===== config.mk =====
export PLATFORM = sky130hd
export DESIGN_NAME = ftsl_ctrl
export DESIGN_NICKNAME = d
export VERILOG_FILES = /design/src/hdl/assert_macros.svh /design/src/hdl/ftsl_pkg.sv /design/src/hdl/ftsl_ctrl.sv
export SDC_FILE = /design/constraint.sdc
export NUM_CORES = 1
export LEC_CHECK = 0
export ABC_CLOCK_PERIOD_IN_PS = 1850
export BUFFER_PORTS_ARGS = -buffer_cell sky130_fd_sc_hd__buf_2
export CORE_MARGIN = 2
export CORE_UTILIZATION = 48
export CTS_BUF_LIST = sky130_fd_sc_hd__clkbuf_8
export DETAILED_ROUTE_END_ITERATION = 6
export PLACE_DENSITY = 0.91
export SETUP_SLACK_MARGIN = 0.5
export SKIP_CTS_REPAIR_TIMING = 1
export SYNTH_ARGS = -nofsm -noshare
export SYNTH_HDL_FRONTEND = slang
export SYNTH_SLANG_ARGS = --single-unit

===== constraint.sdc =====
create_clock -name clk_i -period 1.85 [get_ports clk_i]
set_clock_uncertainty 0.1 [all_clocks]
set_input_delay 0.2775 -clock clk_i [delete_from_list [all_inputs] [get_ports clk_i]]
set_output_delay 0.2775 -clock clk_i [all_outputs]
set_load 0.03 [all_outputs]

===== src/hdl/assert_macros.svh =====
// ----------------------------------------------------------------------------
// Assertion macros
// Concurrent assertion wrappers on clk_i, with and without reset gating.
// ----------------------------------------------------------------------------
`ifndef ASSERT_MACROS_SVH
`define ASSERT_MACROS_SVH

// checked outside reset only
`define ASSERT_RST(lbl, prop, msg) \
  lbl: assert property (@(posedge clk_i) disable iff (!rst_ni) (prop)) else $error(msg);

// checked at every edge, reset included
`define ASSERT_ALWAYS(lbl, prop, msg) \
  lbl: assert property (@(posedge clk_i) (prop)) else $error(msg);

`endif


===== src/hdl/ftsl_pkg.sv =====
// ----------------------------------------------------------------------------
// ftsl_pkg
// Types and codes shared by the frame to segment lookup unit.
// ----------------------------------------------------------------------------
`default_nettype none

package ftsl_pkg;

  typedef enum logic [1:0] {
    OP_WRITE  = 2'd0,
    OP_BUILD  = 2'd1,
    OP_LOOKUP = 2'd2,
    OP_NOP    = 2'd3
  } op_e;

  typedef enum logic [1:0] {
    PATH_HINT = 2'd0,
    PATH_HASH = 2'd1,
    PATH_SCAN = 2'd2,
    PATH_MISS = 2'd3
  } path_e;

  typedef enum logic [1:0] {
    TS_HINT,
    TS_SLOT,
    TS_IDX
  } tbl_sel_e;

  typedef enum logic [4:0] {
    ST_IDLE,
    ST_DISPATCH,
    ST_HINT_CHK,
    ST_DIV,
    ST_SLOT_RD,
    ST_SLOT_TBL,
    ST_SLOT_CHK,
    ST_SCAN_RD,
    ST_SCAN_CHK,
    ST_CLEAR,
    ST_SEG_RD,
    ST_SEG_CHK,
    ST_BDIV,
    ST_FILL_RD,
    ST_FILL_UPD,
    ST_FINISH
  } state_e;

  typedef struct packed {
    op_e         op;
    logic [3:0]  entry_index;
    logic [31:0] seg_base;
    logic [31:0] seg_end;
    logic [31:0] seg_first_page;
    logic        seg_valid;
    logic [31:0] frame_number;
  } in_t;

  typedef struct packed {
    logic        found;
    path_e       hit_path;
    logic [3:0]  segment_index;
    logic [31:0] page_index;
  } out_t;

  typedef struct packed {
    logic     accept;
    logic     tbl_we;
    logic     span_load;
    logic     slot_clr;
    logic     hash_clr;
    logic     idx_clr;
    logic     idx_inc;
    logic     tbl_rd;
    tbl_sel_e tbl_sel;
    logic     hash_rd;
    logic     div_start;
    logic     seg_start;
    logic     slot_from_div;
    logic     fill_upd;
    logic     load_hit;
    logic     load_miss;
    path_e    path;
    logic     push;
  } cmd_t;

  typedef struct packed {
    op_e  op;
    logic hint_used;
    logic tbl_hold;
    logic built;
    logic slot_used;
    logic div_done;
    logic idx_last;
    logic slot_last;
    logic rd_present;
    logic fill_more;
    logic out_free;
  } sts_t;

endpackage

`default_nettype wire


===== src/hdl/ftsl_ctrl.sv =====
// ----------------------------------------------------------------------------
// ftsl_ctrl
// Sequencer for entry write, hash build and lookup.
// ----------------------------------------------------------------------------
`default_nettype none

module ftsl_ctrl (
  input  wire logic            clk_i,
  input  wire logic            rst_ni,
  input  wire logic            in_valid_i,
  output logic                 in_ready_o,
  input  wire ftsl_pkg::sts_t  sts_i,
  output ftsl_pkg::cmd_t       cmd_o
);

  ftsl_pkg::state_e state_q;
  ftsl_pkg::state_e state_d;

  assign in_ready_o = (state_q == ftsl_pkg::ST_IDLE);

  always_ff @(posedge clk_i or negedge rst_ni) begin
    if (!rst_ni) begin
      state_q <= ftsl_pkg::ST_IDLE;
    end else begin
      state_q <= state_d;
    end
  end

  always_comb begin
    state_d = state_q;
    unique case (state_q)
      ftsl_pkg::ST_IDLE: begin
        if (in_valid_i) state_d = ftsl_pkg::ST_DISPATCH;
      end
      ftsl_pkg::ST_DISPATCH: begin
        unique case (sts_i.op)
          ftsl_pkg::OP_BUILD:  state_d = ftsl_pkg::ST_CLEAR;
          ftsl_pkg::OP_LOOKUP: state_d = ftsl_pkg::ST_HINT_CHK;
          default:             state_d = ftsl_pkg::ST_FINISH;
        endcase
      end
      ftsl_pkg::ST_HINT_CHK: begin
        if (sts_i.hint_used && sts_i.tbl_hold) state_d = ftsl_pkg::ST_FINISH;
        else if (sts_i.built)                  state_d = ftsl_pkg::ST_DIV;
        else                                   state_d = ftsl_pkg::ST_SCAN_RD;
      end
      ftsl_pkg::ST_DIV: begin
        if (sts_i.div_done) state_d = ftsl_pkg::ST_SLOT_RD;
      end
      ftsl_pkg::ST_SLOT_RD: state_d = ftsl_pkg::ST_SLOT_TBL;
      ftsl_pkg::ST_SLOT_TBL: begin
        state_d = sts_i.slot_used ? ftsl_pkg::ST_SLOT_CHK : ftsl_pkg::ST_SCAN_RD;
      end
      ftsl_pkg::ST_SLOT_CHK: begin
        state_d = sts_i.tbl_hold ? ftsl_pkg::ST_FINISH : ftsl_pkg::ST_SCAN_RD;
      end
      ftsl_pkg::ST_SCAN_RD: state_d = ftsl_pkg::ST_SCAN_CHK;
      ftsl_pkg::ST_SCAN_CHK: begin
        if (sts_i.tbl_hold || sts_i.idx_last) state_d = ftsl_pkg::ST_FINISH;
        else                                  state_d = ftsl_pkg::ST_SCAN_RD;
      end
      ftsl_pkg::ST_CLEAR: begin
        if (sts_i.slot_last) state_d = ftsl_pkg::ST_SEG_RD;
      end
      ftsl_pkg::ST_SEG_RD: state_d = ftsl_pkg::ST_SEG_CHK;
      ftsl_pkg::ST_SEG_CHK: begin
        if (sts_i.rd_present)    state_d = ftsl_pkg::ST_BDIV;
        else if (sts_i.idx_last) state_d = ftsl_pkg::ST_FINISH;
        else                     state_d = ftsl_pkg::ST_SEG_RD;
      end
      ftsl_pkg::ST_BDIV: begin
        if (sts_i.div_done) state_d = ftsl_pkg::ST_FILL_RD;
      end
      ftsl_pkg::ST_FILL_RD: state_d = ftsl_pkg::ST_FILL_UPD;
      ftsl_pkg::ST_FILL_UPD: begin
        if (sts_i.fill_more)     state_d = ftsl_pkg::ST_FILL_RD;
        else if (sts_i.idx_last) state_d = ftsl_pkg::ST_FINISH;
        else                     state_d = ftsl_pkg::ST_SEG_RD;
      end
      ftsl_pkg::ST_FINISH: begin
        if (sts_i.out_free) state_d = ftsl_pkg::ST_IDLE;
      end
      default: state_d = ftsl_pkg::ST_IDLE;
    endcase
  end

  always_comb begin
    cmd_o = '0;
    unique case (state_q)
      ftsl_pkg::ST_IDLE: begin
        cmd_o.accept = in_valid_i;
      end
      ftsl_pkg::ST_DISPATCH: begin
        unique case (sts_i.op)
          ftsl_pkg::OP_WRITE: begin
            cmd_o.tbl_we    = 1'b1;
            cmd_o.load_miss = 1'b1;
          end
          ftsl_pkg::OP_BUILD: begin
            cmd_o.span_load = 1'b1;
            cmd_o.slot_clr  = 1'b1;
          end
          ftsl_pkg::OP_LOOKUP: begin
            cmd_o.tbl_rd  = 1'b1;
            cmd_o.tbl_sel = ftsl_pkg::TS_HINT;
          end
          default: begin
            cmd_o.load_miss = 1'b1;
          end
        endcase
      end
      ftsl_pkg::ST_HINT_CHK: begin
        if (sts_i.hint_used && sts_i.tbl_hold) begin
          cmd_o.load_hit = 1'b1;
          cmd_o.path     = ftsl_pkg::PATH_HINT;
        end else if (sts_i.built) begin
          cmd_o.div_start = 1'b1;
        end else begin
          cmd_o.idx_clr = 1'b1;
        end
      end
      ftsl_pkg::ST_DIV, ftsl_pkg::ST_BDIV: begin
        cmd_o.slot_from_div = sts_i.div_done;
      end
      ftsl_pkg::ST_SLOT_RD, ftsl_pkg::ST_FILL_RD: begin
        cmd_o.hash_rd = 1'b1;
      end
      ftsl_pkg::ST_SLOT_TBL: begin
        if (sts_i.slot_used) begin
          cmd_o.tbl_rd  = 1'b1;
          cmd_o.tbl_sel = ftsl_pkg::TS_SLOT;
        end else begin
          cmd_o.idx_clr = 1'b1;
        end
      end
      ftsl_pkg::ST_SLOT_CHK: begin
        if (sts_i.tbl_hold) begin
          cmd_o.load_hit = 1'b1;
          cmd_o.path     = ftsl_pkg::PATH_HASH;
        end else begin
          cmd_o.idx_clr = 1'b1;
        end
      end
      ftsl_pkg::ST_SCAN_RD, ftsl_pkg::ST_SEG_RD: begin
        cmd_o.tbl_rd  = 1'b1;
        cmd_o.tbl_sel = ftsl_pkg::TS_IDX;
      end
      ftsl_pkg::ST_SCAN_CHK: begin
        if (sts_i.tbl_hold) begin
          cmd_o.load_hit = 1'b1;
          cmd_o.path     = ftsl_pkg::PATH_SCAN;
        end else if (sts_i.idx_last) begin
          cmd_o.load_miss = 1'b1;
        end else begin
          cmd_o.idx_inc = 1'b1;
        end
      end
      ftsl_pkg::ST_CLEAR: begin
        cmd_o.hash_clr = 1'b1;
        cmd_o.idx_clr  = sts_i.slot_last;
      end
      ftsl_pkg::ST_SEG_CHK: begin
        if (sts_i.rd_present) begin
          cmd_o.seg_start = 1'b1;
        end else if (sts_i.idx_last) begin
          cmd_o.load_miss = 1'b1;
        end else begin
          cmd_o.idx_inc = 1'b1;
        end
      end
      ftsl_pkg::ST_FILL_UPD: begin
        cmd_o.fill_upd = 1'b1;
        if (!sts_i.fill_more) begin
          if (sts_i.idx_last) cmd_o.load_miss = 1'b1;
          else                cmd_o.idx_inc   = 1'b1;
        end
      end
      ftsl_pkg::ST_FINISH: begin
        cmd_o.push = sts_i.out_free;
      end
      default: begin
        cmd_o = '0;
      end
    endcase
  end

endmodule

`default_nettype wire


==> results of run 1 <==
metrics by stage:
stage | hold WS, ns | cell area, µm² | TNS, ns | setup WS, ns | utilization [%]
2_1_floorplan | -0.118 | 942 | 0 | 0.0191 | -
4_1_cts | -0.248 | 1200 | -2.06 | -0.292 | 77.8
3_3_place_gp | -0.0186 | 1150 | -0.0139 | -0.0139 | 74.9
3_5_place_dp | -0.0152 | 1150 | -0.00133 | -0.00133 | 74.9
cell families after synthesis:
| group | count (synthesis) | share of synthesized area, % |
|---|---|---|
| simple gates | 52 | 36.3 |
| compound gates | 31 | 29.6 |
| buf+inv | 15 | 11.5 |
| fa+ha+maj | 5 | 7.79 |
| flops | 4 | 12.5 |
| xor+xnor | 1 | 1.09 |
| mux | 1 | 1.25 |
cells in the mapped netlist (all sizes together), types with 2 or more instances:
library cell   n
o211ai         2
and3b          2
and3           5
a311o          2
dfrtp          4
buf            8
nor2b          5
inv            6
a221o          2
o21a           2
a22o           4
nand2         11
and2           6
o22ai          2
a21oi          3
nor3           5
o21ai          7
nor2          10
ha             5
==> flow_metrics.tcl, run 1 <==
set metrics [dict create \
    haltStage "global routing" \
    dpl.cell_count 165 \
    port_buffers 35 \
    synth_edf_count 0 \
    start_util_pct 52.1 \
    synthTopCellsByArea "dfrtp_1 (12%), ha_1 (7.8%), nand2_1 (5.1%), and2_1 (4.7%), a22o_1 (4.4%)" \
    fp.dieW_um 44.9 \
    endpoint_type "top-level output" \
    grt_start_max_net_pins 13 \
    pin_count 36 \
    clock_sinks 4 \
    gp_congestion 0.923 \
    synth_warnings 0 \
    synth_largest_area_cell "dfrtp_1" \
    cts_made_buffers 3 \
    status "did not finish" \
    yosysTopAreaCellShare_pct 12.5 \
    postSynthAreaPerCell_um2 7.37 \
    h-tree-depth 1 \
    seq_area_frac_synth_pct 12.5 \
    async_flop_share_pct 100 \
    stop_error "[ERROR DPL-0038] Utilization greater than 100%, impossible to legalize" \
    yosys_register_bits 4 \
    dp_hpwl_um 2120 \
    netlist_area_um2 803 \
    synth_cell_type_count 42 \
    clock_path_buffers 2 \
    crit_endpoint "cmd_o[3]" \
    ys.flop_type "dfrtp_1" \
    synthCells 109 \
    root_buffer "clkbuf_8" \
    synth_nets 129 \
    rows 14 \
    fp.dieH_um 44.9 \
]
==> run 2: changes to the inputs <==
- CORE_AREA: unset -> 2 2 63 65
- CORE_MARGIN: 2 -> unset
- CORE_UTILIZATION: 48 -> unset
- CTS_BUF_LIST: sky130_fd_sc_hd__clkbuf_8 -> unset
- DIE_AREA: unset -> 0 0 65 67
- PLACE_DENSITY: 0.91 -> unset
- PLACE_DENSITY_LB_ADDON: unset -> 0.15
- SETUP_SLACK_MARGIN: 0.5 -> unset
==> run 2 against run 1 <==
The flow now finishes, with violations (negative setup slack). Synthesized cell count is the same. Area after synthesis unchanged.
==> flow_metrics.tcl, run 2 <==
set metrics [dict create \
    status "finished with violations" \
    failed_checks "negative setup slack" \
    wl_per_cell_um 13.9 \
    yosys_register_bits 4 \
    path_max_fanout 7 \
    wl_um 2910 \
    maxCapViolCount 0 \
    place_ws_ns -0.0549 \
    fp.dieW_um 65 \
    synth_edf_count 0 \
    finalSetupViolations 8 \
    drtAntennaViolNets 0 \
    root_buffer "clkbuf_8" \
    layout_common_cells "buf_4 (25), buf_2 (20), nand2_1 (11), buf_6 (11), nor2_1 (7)" \
    crit_path_start_kind "flip-flop" \
    worst_r2r_startpoint "state_q[2]$_DFFE_PN0P_" \
    rows 22 \
    drc 0 \
    worstPathRequired_ns 1.47 \
    largest_reg_flops 4 \
    fmax_mhz 506 \
    fin_ws_ns -0.125 \
    drive_gt1_share_pct 54.9 \
    first_pass_iters 4 \
    synth_largest_area_cell "dfrtp_1" \
    cp.arrival_ns 1.60 \
    worstSetupEndpointType "output pin" \
    yosysTopAreaCellShare_pct 12.5 \
    async_flop_share_pct 100 \
    layout.cells.non_filler 210 \
    clock_sinks 4 \
    p_leak_nw 0.664 \
    ys.flop_type "dfrtp_1" \
    dieArea_mm2 0.00436 \
    fillers 379 \
    min_period_ns 1.97 \
    synthCells 109 \
    critPathKind "flip-flop to output pin" \
    area_growth_pct 71.3 \
    netlist_area_um2 803 \
    grt_pass1_wl_um 4420 \
    start_util_pct 22.3 \
    tightest_slew_ns 0.327 \
    h-tree-depth 1 \
    overflow 0 \
    pin_count 36 \
    synth_warnings 0 \
    final_area_mm2 0.00138 \
    yosysMostFrequentCell "nand2_1" \
    core_area_mm2 0.00361 \
    reg2reg_to "state_q[1]$_DFFE_PN0P_" \
    num_antenna_cells 0 \
    reg_top3 "state_q (4)" \
    pwr_density_cell_mw_per_mm2 1780 \
    seq_area_frac_synth_pct 12.5 \
    synth_commonest_cells "nand2_1 (11), nor2_1 (9), and2_1 (6), o21ai_0 (6)" \
    hold_viol 0 \
    rsz0062_at_grt "true" \
    grt_pass1_vias 940 \
    slew_headroom_pct 78.0 \
    vias 1004 \
    regToRegSetupSlack_ns 0.09 \
    fp.dieH_um 67 \
    mostFrequentLayoutCell "buf_4" \
    clkTransAtPathRegs_ns 0.03 \
    holdWs_ns 0.297 \
    hold_class "input port to asynchronous set/reset pin" \
    dpl.cell_count 199 \
    fin_crit_sh_pct 107 \
    final_nets 184 \
    grt_start_max_net_pins 13 \
    tritoncts "done" \
    synth_nets 129 \
    drt-initial-drc-count 25 \
    place_area_mm2 0.00112 \
    gp_congestion 0.834 \
    ir_drop_mv 0.688 \
    synthTopCellsByArea "dfrtp_1 (12%), ha_1 (7.8%), nand2_1 (5.1%), and2_1 (4.7%), a22o_1 (4.4%)" \
    clock_path_buffers 2 \
    grt_usage_pct 13.2 \
    cts_made_buffers 3 \
    via_per_inst 4.78 \
    finalMaxSlewViolations 0 \
    clkLatencyLatePin_ns 0.21 \
    rr_worst_depth 6 \
    port_buffers 35 \
    regMostFlops "state_q" \
    antenna_found_initial 0 \
    synth_cell_type_count 42 \
    dp_hpwl_um 2140 \
    postSynthAreaPerCell_um2 7.37 \
]
run 2: critical path, stage by stage, from the launching register on:
cell,delay [ns]
dfrtp_2,0.46
buf_2,0.18
and4bb_2,0.27
a221oi_2,0.21
nor2b_2,0.09
buf_4,0.17
run 2: final cells by class:
type,instances,area [µm²],area share [%]
multi-input combinational,90,703,51.1
inverter,6,22.5,1.64
timing repair buffer,59,444,32.3
clock buffer,3,41.3,3.00
sequential,4,105,7.64
tap,48,60.1,4.36
run 2: metal layers:
layer  track usage, %  wire length (µm)
met1             17.6              1380
met2             21.4              1400
met3             2.70               121
met4             3.99                10
met5                0                 0
run 2: how the worst max path moves through the flow:
| stage | endpoint | slack, ns | from |
|---|---|---|---|
| after floorplan | cmd_o[19] | -0.08 | state_q[3]$_DFFE_PN0P_ |
| after global placement | cmd_o[4] | -0.10 | state_q[0]$_DFFE_PN0P_ |
| after detailed placement | cmd_o[4] | -0.05 | state_q[3]$_DFFE_PN0P_ |
| after CTS | cmd_o[4] | -0.29 | state_q[0]$_DFFE_PN0P_ |
| after global routing | cmd_o[4] | -0.23 | state_q[2]$_DFFE_PN0P_ |
| final | cmd_o[4] | -0.12 | state_q[2]$_DFFE_PN0P_ |
run 2: report_power, final:
group | total, W | internal [W] | switching [W]
sequential | 0.000304 | 0.000149 | 0.000155
combinational | 0.00197 | 0.000980 | 0.000993
clock | 0.000178 | 0.000138 | 0.0000400
total | 0.00246 | 0.00127 | 0.00119
run 2: through the flow:
stage / total power, W / setup TNS [ns] / utilization (%)
finish: 0.00246 / -0.584 / 38.2
global placement: 0.00189 / -0.131 / 31.2
floorplan: 0.00142 / -0.0934 / -
global route: 0.00264 / -1.34 / 38.2
detailed placement: 0.00188 / -0.0687 / 31.2
CTS: 0.00207 / -1.76 / 32.3
run 2: kinds of logic after synthesis:
kind of cell	synth area share (%)
flip-flops	12.5
adder cells (fa/ha/maj)	7.79
buffers and inverters	11.5
multiplexers	1.25
AND/OR/NAND/NOR	36.3
XOR/XNOR	1.09
AO/OA/AOI/OAI	29.6
No activity file was read; power rests on OpenSTA's default activity.
==> run 3: changes to the inputs <==
- ABC_CLOCK_PERIOD_IN_PS: 1850 -> 2550
- clock period: 1.85 -> 2.55 ns (I/O delays scaled with it)
==> run 3 against run 2 <==
The flow now finishes without violations. Critical path depth decreased by 1. Global-route usage decreased by 1.3 points. Critical endpoint unchanged. Sequential power decreased by 17%. First-iteration DRC count increased by 4.0%. Worst setup slack improved by 0.29 ns. Utilization decreased by 9.1 points. Clock power decreased by 26%. Worst hold slack improved by 0.099 ns.
==> flow_metrics.tcl, run 3 (synthesis gave the netlist of run 2 again) <==
set metrics [dict create \
    num_antenna_cells 0 \
    grt_usage_pct 11.9 \
    clock_path_buffers 2 \
    rsz0062_at_grt "false" \
    grt_pass1_vias 857 \
    clock_sinks 4 \
    root_buffer "clkbuf_8" \
    first_pass_iters 4 \
    fillers 407 \
    final_area_mm2 0.00105 \
    hold_class "input port to asynchronous set/reset pin" \
    worstPathRequired_ns 2.07 \
    via_per_inst 4.82 \
    antenna_found_initial 0 \
    hold_viol 0 \
    fin_total_pwr_w 0.00132 \
    pin_count 36 \
    rr_worst_depth 5 \
    tritoncts "done" \
    fmax_mhz 420 \
    gp_congestion 0.766 \
    reg2reg_to "state_q[0]$_DFFE_PN0P_" \
    clkLatencyLatePin_ns 0.22 \
    overflow 0 \
    drt-initial-drc-count 26 \
    crit_path_cell_trace "nor4b_1 > a221oi_1 > nor2b_1 > buf_2" \
    p_leak_nw 0.533 \
    tightest_slew_ns 0.549 \
    crit_path_start_kind "flip-flop" \
    finalSetupViolations 0 \
    drc 0 \
    path_max_fanout 18 \
    regToRegSetupSlack_ns 0.53 \
    critPathKind "flip-flop to output pin" \
    pwr_density_cell_mw_per_mm2 1250 \
    wl_um 2470 \
    final_nets 164 \
    drtAntennaViolNets 0 \
    core_area_mm2 0.00361 \
    worst_r2r_startpoint "state_q[1]$_DFFE_PN0P_" \
    dp_hpwl_um 1940 \
    slew_headroom_pct 63.4 \
    grt_pass1_wl_um 4060 \
    mostFrequentLayoutCell "buf_2" \
    setup_tns_ns 0 \
    area_growth_pct 30.7 \
    start_util_pct 22.3 \
    min_period_ns 2.38 \
    status "complete, no violations" \
    fp.dieW_um 65 \
    ir_drop_mv 0.349 \
    worstSetupEndpointType "output pin" \
    finalMaxSlewViolations 0 \
    crit_slowest_cell "dfrtp_1" \
    startpoint "state_q[1]$_DFFE_PN0P_" \
    maxCapViolCount 0 \
    port_buffers 35 \
    h-tree-depth 1 \
    grt_start_max_net_pins 19 \
    cts_made_buffers 3 \
    largest_reg_flops 4 \
    place_area_um2 997 \
    slowest_delay_ns 0.68 \
    vias 916 \
    fin_crit_sh_pct 93.4 \
    fp.dieH_um 67 \
    dieArea_mm2 0.00436 \
    clkTransAtPathRegs_ns 0.03 \
    wl_per_cell_um 13.0 \
    reg_top3 "state_q (4)" \
    rows 22 \
    critical_path.top_delay_family "flip-flops" \
    cp.buffers_inverters 1 \
    drive_gt1_share_pct 34.5 \
    layout_common_cells "buf_2 (35), nand2_1 (11), nor2_1 (9), and2_1 (6), o21ai_0 (6)" \
    regMostFlops "state_q" \
    cp.arrival_ns 1.90 \
]
run 3: changes by cell type in the layout (fill, tap and decap cells not counted), moves of 2 or more:
cell / before / now
buf_2: 20 / 35
buf_4: 25 / 3
nor2b_1: 3 / 5
dfrtp_2: 4 / 1
nor2_1: 7 / 9
o21ai_0: 4 / 6
nor3_2: 2 / 0
and2_1: 2 / 6
nor3_1: 3 / 5
dfrtp_1: 0 / 3
and2_4: 3 / 0
buf_6: 11 / 0
run 3: power by group:
part           switching (W)  leakage (nW)  internal, W  total, W
Combinational       0.000540         0.466     0.000392  0.000932
Clock              0.0000308        0.0216     0.000100  0.000131
Sequential          0.000150        0.0456     0.000102  0.000252
Total               0.000721         0.533     0.000594   0.00132
run 3: worst max path at each step:
| stage | slack, ns | endpoint | cells past startpoint |
|---|---|---|---|
| 3_3_place_gp | 0.36 | cmd_o[12] | 4 |
| 6_report | 0.17 | cmd_o[4] | 4 |
| 4_1_cts | 0.13 | cmd_o[12] | 4 |
| 3_5_place_dp | 0.37 | cmd_o[12] | 4 |
| 2_1_floorplan | 0.31 | cmd_o[19] | 4 |
| 5_1_grt | 0.02 | cmd_o[3] | 6 |
run 3: routing by layer:
layer / vias to the layer above / wire length (µm) / global-route usage, %
li1: 459 / - / -
met1: 429 / 1110 / 14.6
met2: 26 / 1210 / 20.4
met3: 2 / 136 / 3.89
met4: 0 / 17 / 2.13
met5: - / 0 / 0
run 3: area by class of cell:
type | instances | area (µm²) | area share, %
Sequential cell | 4 | 101 | 9.65
Timing Repair Buffer | 39 | 208 | 19.8
Inverter | 6 | 22.5 | 2.15
Multi-Input combinational cell | 90 | 617 | 58.8
Tap cell | 48 | 60.1 | 5.72
Clock buffer | 3 | 41.3 | 3.93
run 3: stage by stage:
stage          util, %  hold WS [ns]  instances  setup WS (ns)
2_1_floorplan        -       -0.0131        109          0.305
3_3_place_gp      27.7        0.0945        186          0.359
3_5_place_dp      27.7        0.0922        186          0.370
4_1_cts           28.8        -0.137        189          0.126
5_1_grt           29.1         0.405        190         0.0230
6_report          29.1         0.396        190          0.168
run 3: worst register-to-register path, delay by kind of cell (launching register included):
| family | cells | cell delay (ns) |
|---|---|---|
| and+or+nand+nor | 1 | 0.45 |
| DFF | 1 | 0.68 |
| AOI/OAI and AO/OA | 4 | 0.68 |
